### config.mk
export PLATFORM = sky130hd
export DESIGN_NAME = cooperative_task_scheduler_table_top
export DESIGN_NICKNAME = d
export VERILOG_FILES = /design/src/hdl/cts_pkg.sv /design/src/hdl/cts_cell.sv /design/src/hdl/cts_head.sv /design/src/hdl/cooperative_task_scheduler_table_top.sv
export SDC_FILE = /design/constraint.sdc
export NUM_CORES = 2
export LEC_CHECK = 0
export ABC_AREA = 1
export BUFFER_PORTS_ARGS = -buffer_cell sky130_fd_sc_hd__buf_2
export CORE_ASPECT_RATIO = 1.2
export CORE_MARGIN = 4
export CORE_UTILIZATION = 40
export DETAILED_ROUTE_END_ITERATION = 7
export HOLD_SLACK_MARGIN = 0.12
export PLACE_DENSITY = 0.55
export SLEW_MARGIN = 5
export SYNTH_ARGS = -nofsm -noshare
export SYNTH_HDL_FRONTEND = slang
export SYNTH_SLANG_ARGS = --single-unit
export TNS_END_PERCENT = 5
### constraint.sdc
create_clock -name clock -period 3.7 [get_ports clock]
set_clock_uncertainty 0.1 [all_clocks]
set_input_delay 0.185 -clock clock [delete_from_list [all_inputs] [get_ports clock]]
set_output_delay 0.185 -clock clock [all_outputs]
set_load 0.05 [all_outputs]
### src/hdl/cts_pkg.sv
`timescale 1ns / 1ps
`default_nettype none
package cts_pkg;

   localparam int NUM_SLOTS   = 8;
   localparam int TICK_BITS   = 32;
   localparam int MAX_RESULTS = 8;
   localparam int SLOT_BITS   = (NUM_SLOTS > 1) ? $clog2(NUM_SLOTS) : 1;
   localparam int CNT_BITS    = $clog2(MAX_RESULTS + 1);

   localparam logic [1:0] OP_TICK     = 2'd0;
   localparam logic [1:0] OP_ADD      = 2'd1;
   localparam logic [1:0] OP_DELETE   = 2'd2;
   localparam logic [1:0] OP_DISPATCH = 2'd3;

   localparam logic [1:0] STATUS_OK    = 2'd0;
   localparam logic [1:0] STATUS_FULL  = 2'd1;
   localparam logic [1:0] STATUS_EMPTY = 2'd2;
   localparam logic [1:0] STATUS_NONE  = 2'd3;

   localparam logic [1:0] ERR_NONE   = 2'd0;
   localparam logic [1:0] ERR_FULL   = 2'd1;
   localparam logic [1:0] ERR_DELETE = 2'd2;

   typedef struct packed {
      logic [1:0]  operation;
      logic [2:0]  task_slot;
      logic [31:0] first_delay;
      logic [31:0] repeat_period;
      logic [7:0]  task_tag;
   } req_word_type;

   typedef struct packed {
      logic [3:0] result_slot;
      logic [7:0] result_tag;
      logic [1:0] status;
      logic       run_valid;
      logic [1:0] sticky_error;
      logic       last_result;
   } rsp_word_type;

   typedef struct packed {
      logic                 in_use;
      logic [7:0]           task_tag;
      logic [TICK_BITS-1:0] countdown;
      logic [TICK_BITS-1:0] period;
      logic [7:0]           pending;
   } slot_type;

   // what the head stage saw on the slot passing it
   typedef struct packed {
      logic add_take;
      logic del_hit;
      logic del_used;
      logic run_hit;
   } head_event_type;

endpackage
`default_nettype wire

### src/hdl/cts_cell.sv
`timescale 1ns / 1ps
`default_nettype none
module cts_cell (
   input  wire                logic clock,
   input  wire                logic reset,
   input  wire                logic shift,
   input  cts_pkg::slot_type  entry_in,
   output cts_pkg::slot_type  entry_out
);

   cts_pkg::slot_type entry_ff;

   always_ff @(posedge clock) begin
      if (reset) begin
         entry_ff <= '0;
      end else if (shift) begin
         entry_ff <= entry_in;
      end
   end

   assign entry_out = entry_ff;

endmodule
`default_nettype wire

### src/hdl/cts_head.sv
`timescale 1ns / 1ps
`default_nettype none
module cts_head (
   input  cts_pkg::req_word_type        cmd,
   input  cts_pkg::slot_type            entry_in,
   input  wire logic [cts_pkg::SLOT_BITS-1:0] step,
   input  wire logic                    found,
   input  wire logic                    run_ok,
   output cts_pkg::slot_type            entry_out,
   output cts_pkg::head_event_type      event_out
);

   always_comb begin
      entry_out = entry_in;
      event_out = '0;
      case (cmd.operation)
         cts_pkg::OP_TICK: begin
            if (entry_in.in_use) begin
               if (entry_in.countdown == '0) begin
                  if (entry_in.pending != 8'hFF) entry_out.pending = entry_in.pending + 8'd1;
                  entry_out.countdown = entry_in.period;
               end else begin
                  entry_out.countdown = entry_in.countdown - 1'b1;
               end
            end
         end
         cts_pkg::OP_ADD: begin
            if (!found && !entry_in.in_use) begin
               event_out.add_take  = 1'b1;
               entry_out.in_use    = 1'b1;
               entry_out.task_tag  = cmd.task_tag;
               entry_out.countdown = cts_pkg::TICK_BITS'(cmd.first_delay);
               entry_out.period    = cts_pkg::TICK_BITS'(cmd.repeat_period);
               entry_out.pending   = '0;
            end
         end
         cts_pkg::OP_DELETE: begin
            if (32'(step) == 32'(cmd.task_slot)) begin
               event_out.del_hit  = 1'b1;
               event_out.del_used = entry_in.in_use;
               entry_out          = '0;
            end
         end
         default: begin
            if (entry_in.pending != '0 && run_ok) begin
               event_out.run_hit = 1'b1;
               // one-shot tasks leave the table once they run
               if (entry_in.period == '0) begin
                  entry_out = '0;
               end else begin
                  entry_out.pending = entry_in.pending - 8'd1;
               end
            end
         end
      endcase
   end

endmodule
`default_nettype wire

### src/hdl/cooperative_task_scheduler_table_top.sv
`timescale 1ns / 1ps
`default_nettype none
// Task scheduler table: a ring of slot cells rotates once past a single
// head update stage for every command word; the ring holds while the
// response side stalls a waiting run. Tick ages every slot in use, add
// fills the lowest free slot, delete clears one slot, and dispatch
// returns one response per slot with pending runs, in slot order (or a
// single none response if there is no such slot), with last_result set
// on the final response of the word. The table is empty right after
// reset; no clearing pass is needed.
module cooperative_task_scheduler_table_top (
   input  wire logic              clock,
   input  wire logic              reset,
   input  wire logic              req_valid,
   output      logic              req_stall,
   input  cts_pkg::req_word_type  req_word,
   output      logic              rsp_valid,
   input  wire logic              rsp_stall,
   output cts_pkg::rsp_word_type  rsp_word
);

   localparam logic [1:0] ST_IDLE = 2'd0;
   localparam logic [1:0] ST_RUN  = 2'd1;
   localparam logic [1:0] ST_DONE = 2'd2;

   localparam logic [cts_pkg::SLOT_BITS-1:0] LAST_STEP =
      cts_pkg::SLOT_BITS'(cts_pkg::NUM_SLOTS - 1);

   logic [1:0]                      state_ff, state_in;
   logic [cts_pkg::SLOT_BITS-1:0]   step_ff, step_in;
   cts_pkg::req_word_type           cmd_ff, cmd_in;
   logic                            found_ff, found_in;
   logic [cts_pkg::SLOT_BITS-1:0]   found_slot_ff, found_slot_in;
   logic                            used_ff, used_in;
   logic                            held_valid_ff, held_valid_in;
   logic [cts_pkg::SLOT_BITS-1:0]   held_slot_ff, held_slot_in;
   logic [7:0]                      held_tag_ff, held_tag_in;
   logic [cts_pkg::CNT_BITS-1:0]    cnt_ff, cnt_in;
   logic [1:0]                      err_ff, err_in;
   logic                            rsp_valid_ff, rsp_valid_in;
   cts_pkg::rsp_word_type           rsp_ff, rsp_in;

   cts_pkg::slot_type               ring_q [cts_pkg::NUM_SLOTS];
   cts_pkg::slot_type               head_new;
   cts_pkg::head_event_type         head_ev;
   logic                            shift;
   logic                            out_free;
   logic                            run_ok;
   logic                            target_valid;

   assign out_free     = !rsp_valid_ff || !rsp_stall;
   assign run_ok       = 32'(cnt_ff) < 32'(cts_pkg::MAX_RESULTS);
   assign target_valid = 32'(cmd_ff.task_slot) < 32'(cts_pkg::NUM_SLOTS);

   cts_head u_head (
      .cmd       (cmd_ff),
      .entry_in  (ring_q[0]),
      .step      (step_ff),
      .found     (found_ff),
      .run_ok    (run_ok),
      .entry_out (head_new),
      .event_out (head_ev)
   );

   for (genvar i = 0; i < cts_pkg::NUM_SLOTS; i++) begin : g_ring
      if (i == cts_pkg::NUM_SLOTS - 1) begin : g_tail
         cts_cell u_cell (
            .clock     (clock),
            .reset     (reset),
            .shift     (shift),
            .entry_in  (head_new),
            .entry_out (ring_q[i])
         );
      end else begin : g_mid
         cts_cell u_cell (
            .clock     (clock),
            .reset     (reset),
            .shift     (shift),
            .entry_in  (ring_q[i+1]),
            .entry_out (ring_q[i])
         );
      end
   end

   always_comb begin
      state_in      = state_ff;
      step_in       = step_ff;
      cmd_in        = cmd_ff;
      found_in      = found_ff;
      found_slot_in = found_slot_ff;
      used_in       = used_ff;
      held_valid_in = held_valid_ff;
      held_slot_in  = held_slot_ff;
      held_tag_in   = held_tag_ff;
      cnt_in        = cnt_ff;
      err_in        = err_ff;
      rsp_valid_in  = rsp_valid_ff && rsp_stall;
      rsp_in        = rsp_ff;
      shift         = 1'b0;

      unique case (state_ff)
         ST_IDLE: begin
            if (req_valid) begin
               cmd_in        = req_word;
               step_in       = '0;
               found_in      = 1'b0;
               found_slot_in = '0;
               used_in       = 1'b0;
               held_valid_in = 1'b0;
               cnt_in        = '0;
               state_in      = ST_RUN;
            end
         end
         ST_RUN: begin
            // hold the ring while an earlier run waits for the output
            if (!(head_ev.run_hit && held_valid_ff && !out_free)) begin
               shift = 1'b1;
               if (head_ev.run_hit) begin
                  if (held_valid_ff) begin
                     rsp_valid_in         = 1'b1;
                     rsp_in.result_slot   = 4'(held_slot_ff);
                     rsp_in.result_tag    = held_tag_ff;
                     rsp_in.status        = cts_pkg::STATUS_OK;
                     rsp_in.run_valid     = 1'b1;
                     rsp_in.sticky_error  = err_ff;
                     rsp_in.last_result   = 1'b0;
                  end
                  held_valid_in = 1'b1;
                  held_slot_in  = step_ff;
                  held_tag_in   = ring_q[0].task_tag;
                  cnt_in        = cnt_ff + 1'b1;
               end
               if (head_ev.add_take) begin
                  found_in      = 1'b1;
                  found_slot_in = step_ff;
               end
               if (head_ev.del_hit) used_in = head_ev.del_used;
               if (step_ff == LAST_STEP) begin
                  state_in = ST_DONE;
               end else begin
                  step_in = step_ff + 1'b1;
               end
            end
         end
         ST_DONE: begin
            if (out_free) begin
               rsp_valid_in       = 1'b1;
               rsp_in.result_slot = '0;
               rsp_in.result_tag  = '0;
               rsp_in.status      = cts_pkg::STATUS_OK;
               rsp_in.run_valid   = 1'b0;
               rsp_in.last_result = 1'b1;
               case (cmd_ff.operation)
                  cts_pkg::OP_ADD: begin
                     if (found_ff) begin
                        rsp_in.result_slot = 4'(found_slot_ff);
                     end else begin
                        err_in             = cts_pkg::ERR_FULL;
                        rsp_in.result_slot = 4'(cts_pkg::NUM_SLOTS);
                        rsp_in.status      = cts_pkg::STATUS_FULL;
                     end
                  end
                  cts_pkg::OP_DELETE: begin
                     rsp_in.result_slot = 4'(cmd_ff.task_slot);
                     if (!(target_valid && used_ff)) begin
                        err_in        = cts_pkg::ERR_DELETE;
                        rsp_in.status = cts_pkg::STATUS_EMPTY;
                     end
                  end
                  cts_pkg::OP_DISPATCH: begin
                     if (held_valid_ff) begin
                        rsp_in.result_slot = 4'(held_slot_ff);
                        rsp_in.result_tag  = held_tag_ff;
                        rsp_in.run_valid   = 1'b1;
                     end else begin
                        rsp_in.status = cts_pkg::STATUS_NONE;
                     end
                  end
                  default: begin
                  end
               endcase
               rsp_in.sticky_error = err_in;
               state_in            = ST_IDLE;
            end
         end
         default: begin
            state_in = ST_IDLE;
         end
      endcase
   end

   always_ff @(posedge clock) begin
      if (reset) begin
         state_ff     <= ST_IDLE;
         err_ff       <= cts_pkg::ERR_NONE;
         rsp_valid_ff <= 1'b0;
      end else begin
         state_ff     <= state_in;
         err_ff       <= err_in;
         rsp_valid_ff <= rsp_valid_in;
      end
   end

   always_ff @(posedge clock) begin
      step_ff       <= step_in;
      cmd_ff        <= cmd_in;
      found_ff      <= found_in;
      found_slot_ff <= found_slot_in;
      used_ff       <= used_in;
      held_valid_ff <= held_valid_in;
      held_slot_ff  <= held_slot_in;
      held_tag_ff   <= held_tag_in;
      cnt_ff        <= cnt_in;
      rsp_ff        <= rsp_in;
   end

   assign req_stall = state_ff != ST_IDLE;
   assign rsp_valid = rsp_valid_ff;
   assign rsp_word  = rsp_ff;

   a_run_ok : assert property (@(posedge clock) disable iff (reset)
      rsp_valid && rsp_word.run_valid |-> rsp_word.status == cts_pkg::STATUS_OK)
      else $error("run word carries a non-ok status");

   a_full_err : assert property (@(posedge clock) disable iff (reset)
      rsp_valid && rsp_word.status == cts_pkg::STATUS_FULL
      |-> rsp_word.sticky_error == cts_pkg::ERR_FULL
          && rsp_word.result_slot == 4'(cts_pkg::NUM_SLOTS))
      else $error("table full word without matching error and slot");

   a_multi_is_run : assert property (@(posedge clock) disable iff (reset)
      rsp_valid && !rsp_word.last_result |-> rsp_word.run_valid)
      else $error("non-final word that is not a dispatched run");

   a_busy_after_accept : assert property (@(posedge clock) disable iff (reset)
      req_valid && !req_stall |=> req_stall)
      else $error("new word taken while the ring is busy");

endmodule
`default_nettype wire
# Word-level counts from Yosys, hierarchy flattened
# Index checks and enable logic that the tools add are counted.
[word_totals] ff_bits=772 latchBits=0 ram_bits=0 romBits=0 in_bits=81 out_inout_bits=20 word_cells=186 n_memories=0
[op_classes] n_addsub=5 n_mul=0 div_mod_pow=0 n_lt_le_gt_ge=1 n_eq_ne=17 shifts=0 mux=71 bitwise_logic=1 reduce_logical=29
[ops] operator="2-to-1 mux 81 bit" n=3
[ops] operator="one-hot mux 32 bit (3 select lines)" n=2
[ops] operator="2-to-1 mux 73 bit" n=1
[ops] operator="2-to-1 mux 18 bit" n=4
[ops] operator="logical NOT 32 bit" n=2
[ops] operator="2-to-1 mux 32 bit" n=2
[ops] operator="2-to-1 mux 8 bit" n=5
[ops] operator="one-hot mux 18 bit (2 select lines)" n=1
[ops] operator="subtractor 32 x 1 -> 32 bit (second input constant)" n=1
[ops] operator="one-hot mux 9 bit (3 select lines)" n=1
[ops] operator="one-hot mux 8 bit (3 select lines)" n=1
[ops] operator="2-to-1 mux 1 bit" n=20
[ops] operator="2-to-1 mux 2 bit" n=10
[ops] operator="AND reduction 4 bit" n=5
[ops] operator="!= test 2 bit (second input constant)" n=9
[ops] operator="2-to-1 mux 4 bit" n=4
[ops] operator="2-to-1 mux 3 bit" n=5
[ops] operator="one-hot mux 2 bit (3 select lines)" n=2
[ops] operator="one-hot mux 3 bit (2 select lines)" n=2
[ops] operator="one-hot mux 4 bit (3 select lines)" n=1
[ops] operator="2-to-1 mux 11 bit" n=1
[ops] operator="adder 8 x 1 -> 8 bit (second input constant)" n=1
[ops] operator="!= test 8 bit (second input constant)" n=1
[ops] operator="one-hot mux 1 bit (2 select lines)" n=4
[ops] operator="other kinds (21)" n=36

# Depth between registers and ports, before layout
[depth] ltp_word=8 depth_mapped=15 mapped_depth_nobuf=14

# Cells and area by module
# Synthesis repeated with hierarchy kept, for this count alone.
[hier_totals] hier_cells=5345 hier_area_um2=35964.5
[by_module_without_submodules] mod="cts_cell" n_inst=8 cells_each=513 area_per_inst_um2=3325.7 seq_area_each_um2=1621.6
[by_module_without_submodules] mod="cts_head" n_inst=1 cells_each=971 area_per_inst_um2=4958.5 seq_area_each_um2=0.0
[by_module_without_submodules] mod="cooperative_task_scheduler_table_top" n_inst=1 cells_each=270 area_per_inst_um2=4400.5 seq_area_each_um2=3673.5

# Least setup slack after synthesis
# OpenSTA, ideal clock, no wires.
[synth_path] path_type="register to register" startpoint="register g_ring[0].g_mid.u_cell.entry_ff, in the netlist g_ring[0].g_mid.u_cell.entry_out[1]" endpoint="register rsp_ff, in the netlist rsp_word[0], enable pin" setup_ns=0.421 t_arrival_ns=2.563 t_required_ns=3.179 slack_ns=0.616 stages_incl_launch_ff=10 path_buffers=0 synth_period_minus_slack_ns=3.084 path_cell_list="dfxtp_1 inv_1 ha_1 nand2_1 nor2_1 nand3_2 nand2_4 nor2_4 nand2_4 a211oi_1"
[synth_between] elab_chain_len=8 elab_cells_between_ends=9 cone_classes="eq/ne (2); mux (2); reduce/logical (5)"
[synth_rtl] item="start, declared" line_no="cts_cell.sv:11" text="cts_pkg::slot_type entry_ff;"
[synth_rtl] item="start signal, assigned" line_no="cts_cell.sv:17" text="entry_ff <= entry_in;"
[synth_rtl] item="nonzero test 8 bit *" line_no="cts_head.sv:45" text="if (entry_in.pending != '0 && run_ok) begin"
[synth_rtl] item="logical AND 1 bit *" line_no="cts_head.sv:45"
[synth_rtl] item="2-to-1 mux 1 bit *" line_no="cts_head.sv:45"
[synth_rtl] item="2-to-1 mux 1 bit *" line_no="cts_head.sv:16" text="case (cmd.operation)"
[synth_rtl] item="logical AND 1 bit (2 in a row)" line_no="cooperative_task_scheduler_table_top.sv:116" text="if (!(head_ev.run_hit && held_valid_ff && !out_free)) begin"
[synth_rtl] item="!= test 2 bit (no source line)"
[synth_rtl] item="AND reduction 5 bit (no source line) *"
[synth_rtl] item="end signal, assigned" line_no="cooperative_task_scheduler_table_top.sv:214" text="rsp_ff <= rsp_in;"
[synth_rtl] item="end, declared" line_no="cooperative_task_scheduler_table_top.sv:41" text="cts_pkg::rsp_word_type rsp_ff, rsp_in;"
# Every way passes the cells marked *; elsewhere a longest branch is shown, timed or not.
# A chain may end at the register's enable or synchronous reset.

# Worst setup path in the final report
[layout_path] startpoint="register g_ring[0].g_mid.u_cell.entry_ff, in the netlist g_ring[0].g_mid.u_cell.entry_out[0]" endpoint="register g_ring[7].g_tail.u_cell.entry_ff, in the netlist g_ring[7].g_tail.u_cell.entry_out[55]"
[layout_between] elab_chain_len=8 elab_cells_between_ends=10 cone_classes="mux (6); reduce/logical (4)"
[layout_rtl] item="nonzero test 8 bit *" line_no="cts_head.sv:45"
[layout_rtl] item="logical AND 1 bit *" line_no="cts_head.sv:45"
[layout_rtl] item="2-to-1 mux 1 bit" line_no="cts_head.sv:45"
[layout_rtl] item="2-to-1 mux 1 bit" line_no="cts_head.sv:16"
[layout_rtl] item="logical AND 1 bit (2 in a row)" line_no="cooperative_task_scheduler_table_top.sv:116"
[layout_rtl] item="2-to-1 mux 1 bit" line_no="cooperative_task_scheduler_table_top.sv:116"
[layout_rtl] item="2-to-1 mux 1 bit" line_no="cooperative_task_scheduler_table_top.sv:101" text="unique case (state_ff)"
[layout_rtl] item="end signal, assigned" line_no="cts_cell.sv:17"
[layout_rtl] item="end, declared" line_no="cts_cell.sv:11"
# Marks and branches as above.

==> metrics <==
status finished clean; internal power 20.91 mW; startpoint types flop; multi-input logic area 13180 um2; register area share after synthesis 0.5178; transition time of the tightest slew-check pin 692.8 ps; overall routing resource usage 0.2004; count leader, synth nor2_1; share of layout cells above drive strength 1 0.07319; Final Slew Violations 0; critical path class reg -> reg; total area of sequential cells 16650 um2; area share of fa/ha/maj cells after synthesis 0.005449; post-route setup TNS 0 ps; largest net degree at the start of global routing 133; P_sw 14.71 mW; Final Setup Violations 0; yosys warns 0; CP max-delay cell buf_12; share of synthesized registers carrying an async set or reset 0; worst path bufs/invs 2; post-layout min period 2929 ps; Diodes inserted 0; vias in the first global route 25040; port buffer count 100; I/O Pins 101; nets 4413; sw frac 0.4129; max-capacitance violation count 0; critical path, cell by cell inv_2 -> ha_1 -> nand2_1 -> nor2_1 -> nand3_2 -> nand2_4 -> nor2_4 -> nand2_4 -> nor2_2 -> nor2_4 -> buf_12 -> nand2_1 -> a21oi_1 -> nor2_1; Placeable Area 79460 um2; final hold vios 0; post-synth top area cell dfxtp_1; Post-Synthesis Net Count 4357; global-route wire length before repair 140100 um; wire length per cell 16.10 um; initial antenna violation count 2; DIE AREA 84980 um2; gpl congestion 0.9111; normalized max-slew margin 0.5381; CTS resizes 0; Yosys reg bits 772; clk sinks 772; Root Driver clkbuf_16; antenna-violating nets left 0; DRC viols 0; Worst Setup End Kind flop; RSZ-0062 raised after global routing no; number of enable flip-flop cells after synthesis 119; Crit path arrival time 3370 ps; layout overhead on the synthesized area 15.06%; cell area power density 962.8 nW/um2; half-perimeter wire length after placement 53900 um; setup ws final 770.7 ps; grt total ovfl 0; Max stage delay on crit path 460 ps; TritonCTS Buffers 81; via/cell ratio 5.022; reg2reg setup slack 770 ps; clock power share 0.225; XOR/XNOR Fraction of Synth Area 0.005722; Highest Clock Rate 341.4 MHz; Netlist cell types 36; post-synthesis compound-gate area fraction 0.1706; Fill cells 7994; hold crit path type in -> reg; Required @ worst endpoint 4140 ps; simple-gate share of the synthesized area 0.2269; Clock Path Buffers 3; DP Worst Slack 825.6 ps; Initial Utilization 0.4046; vias post-DR 27220; main combinational cell family by area after synthesis simple AND/OR/NAND/NOR gates; largest delay contributor family on the critical path simple AND/OR/NAND/NOR gates; Syn Area/Cell 7.542 um2; Post-Synthesis Cells 4262; DRT iter0 DRCs 2211; WL final 87300 um; 1st-pass router iterations 7; clk slew on worst S/H paths 60 ps; Post-synth top cells 1072 x nor2_1, 668 x o21ai_0, 653 x dfxtp_1; Worst-Skew Late Latency 650 ps; FP Rows 113; H-tree levels 3; post-synthesis mux area share 0; area share of the largest cell type after synthesis 0.4067; Die Wd 266.8 um; VDD IR-drop max 0.0005187 V; synthesized area 32150 um2; Reg power frac 0.394; die height 318.5 um; Crit Path Max Fanout 132; most common flop cell mapped by yosys dfxtp_1; main area contributors after synthesis dfxtp_1 41%, nor2_1 13%, edfxtp_1 11%; CTS tree yes; Comb power frac 0.381; Final Cycle Share 0.7917; leakage power 14.83 nW
[kinds of logic (layout without fill, tap and decap cells)]
group,Yosys count,count (layout)
AOI/OAI and AO/OA,1064,1064
and+or+nand+nor,1862,1862
DFF,772,772
adders and majority gates,14,14
xor gates and xnor gates,21,21
buffers and inverters,529,653
[power by group through the flow]
stage | logic [mW] | registers [mW] | clock network (mW)
after floorplan | 10.0 | 13.8 | 0
after global placement | 13.4 | 14.1 | 0
after detailed placement | 13.4 | 14.2 | 0
after CTS | 13.6 | 14.0 | 8.25
after global routing | 15.5 | 14.4 | 8.59
final | 13.6 | 14.0 | 8.02
[per-stage QoR]
stage	area [um2]	hold slack [ps]	utilization	power (mW)	std cells
final	36990	158.6	0.4655	35.61	5421
after global routing	36990	146.6	0.4655	38.49	5421
after CTS	36990	120.4	0.4655	35.87	5421
after detailed placement	33310	263.1	0.4192	27.61	5165
after global placement	33310	261.2	0.4192	27.53	5165
after floorplan	32150	183.9	-	23.82	4262
[path summary, 6_finish.rpt]
path	startpoint	cells past startpoint	end
hold reg to reg	g_ring[7].g_tail.u_cell.entry_out[75]	2	g_ring[6].g_mid.u_cell.entry_out[75]
hold / removal	req_word[68]	2	cmd_ff[68]
setup reg to reg	g_ring[0].g_mid.u_cell.entry_out[0]	14	g_ring[7].g_tail.u_cell.entry_out[55]
setup / recovery	g_ring[0].g_mid.u_cell.entry_out[0]	14	g_ring[7].g_tail.u_cell.entry_out[55]
[area by class of cell]
cell class                 instances  share of cell area
clock buffer                     119             0.06275
clock inverter                    32            0.008220
timing repair buffer             275             0.06427
tap                             1035             0.03501
sequential                       772              0.4500
inverter                         227             0.02327
multi-input combinational       2961              0.3564
[per-layer routing]
layer	wire, um	track usage
met2	39720	0.3222
met5	0	0
met3	3731	0.02372
met1	41690	0.2825
met4	2164	0.06306
[timing repair]
| item | 4_1_cts | 5_1_grt |
|---|---|---|
| setup endpoints to repair | 0 | 0 |
| buffers inserted | 0 | 0 |
| endpoints found under the hold margin | 92 | 0 |
| hold buffers | 105 | 0 |
[flip-flops by register name, summed over array words and instances (netlist names)]
register,count
g_ring.g_tail.u_cell.entry_out,81
held_slot_ff,3
cmd_ff,77
found_slot_ff,3
held_tag_ff,8
g_ring.g_mid.u_cell.entry_out,567
state_ff,2
rsp_word,18
cnt_ff,4
err_ff,2
step_ff,3
held_valid_ff,1
used_ff,1
found_ff,1
rsp_valid,1
[cells in the final DEF (no fill, tap or decap), types with 3 or more instances in the layout]
cell,synthesis,final
nor2_1,1072,1071
o21ai_0,668,668
dfxtp_1,653,653
nand2_1,601,601
a21oi_1,251,251
inv_1,223,219
nand3_1,144,143
edfxtp_1,119,119
dlygate4sd3_1,0,105
buf_2,98,100
clkbuf_16,0,82
o21ai_1,79,79
o211ai_1,52,52
buf_4,22,46
clkbuf_1,143,24
buf_12,0,24
clkinv_2,0,17
nand4_1,17,17
xor2_1,17,17
clkbuf_8,0,13
ha_1,14,12
nor3_1,10,10
nor2_2,6,6
clkinv_1,2,5
inv_2,2,4
o22ai_1,4,4
or2_2,4,4
xnor2_1,4,4
a31oi_1,3,3
nor2_4,2,3
inv_16,0,3
clkinvlp_4,0,3
Note: power is estimated with default switching activity, not from simulation.
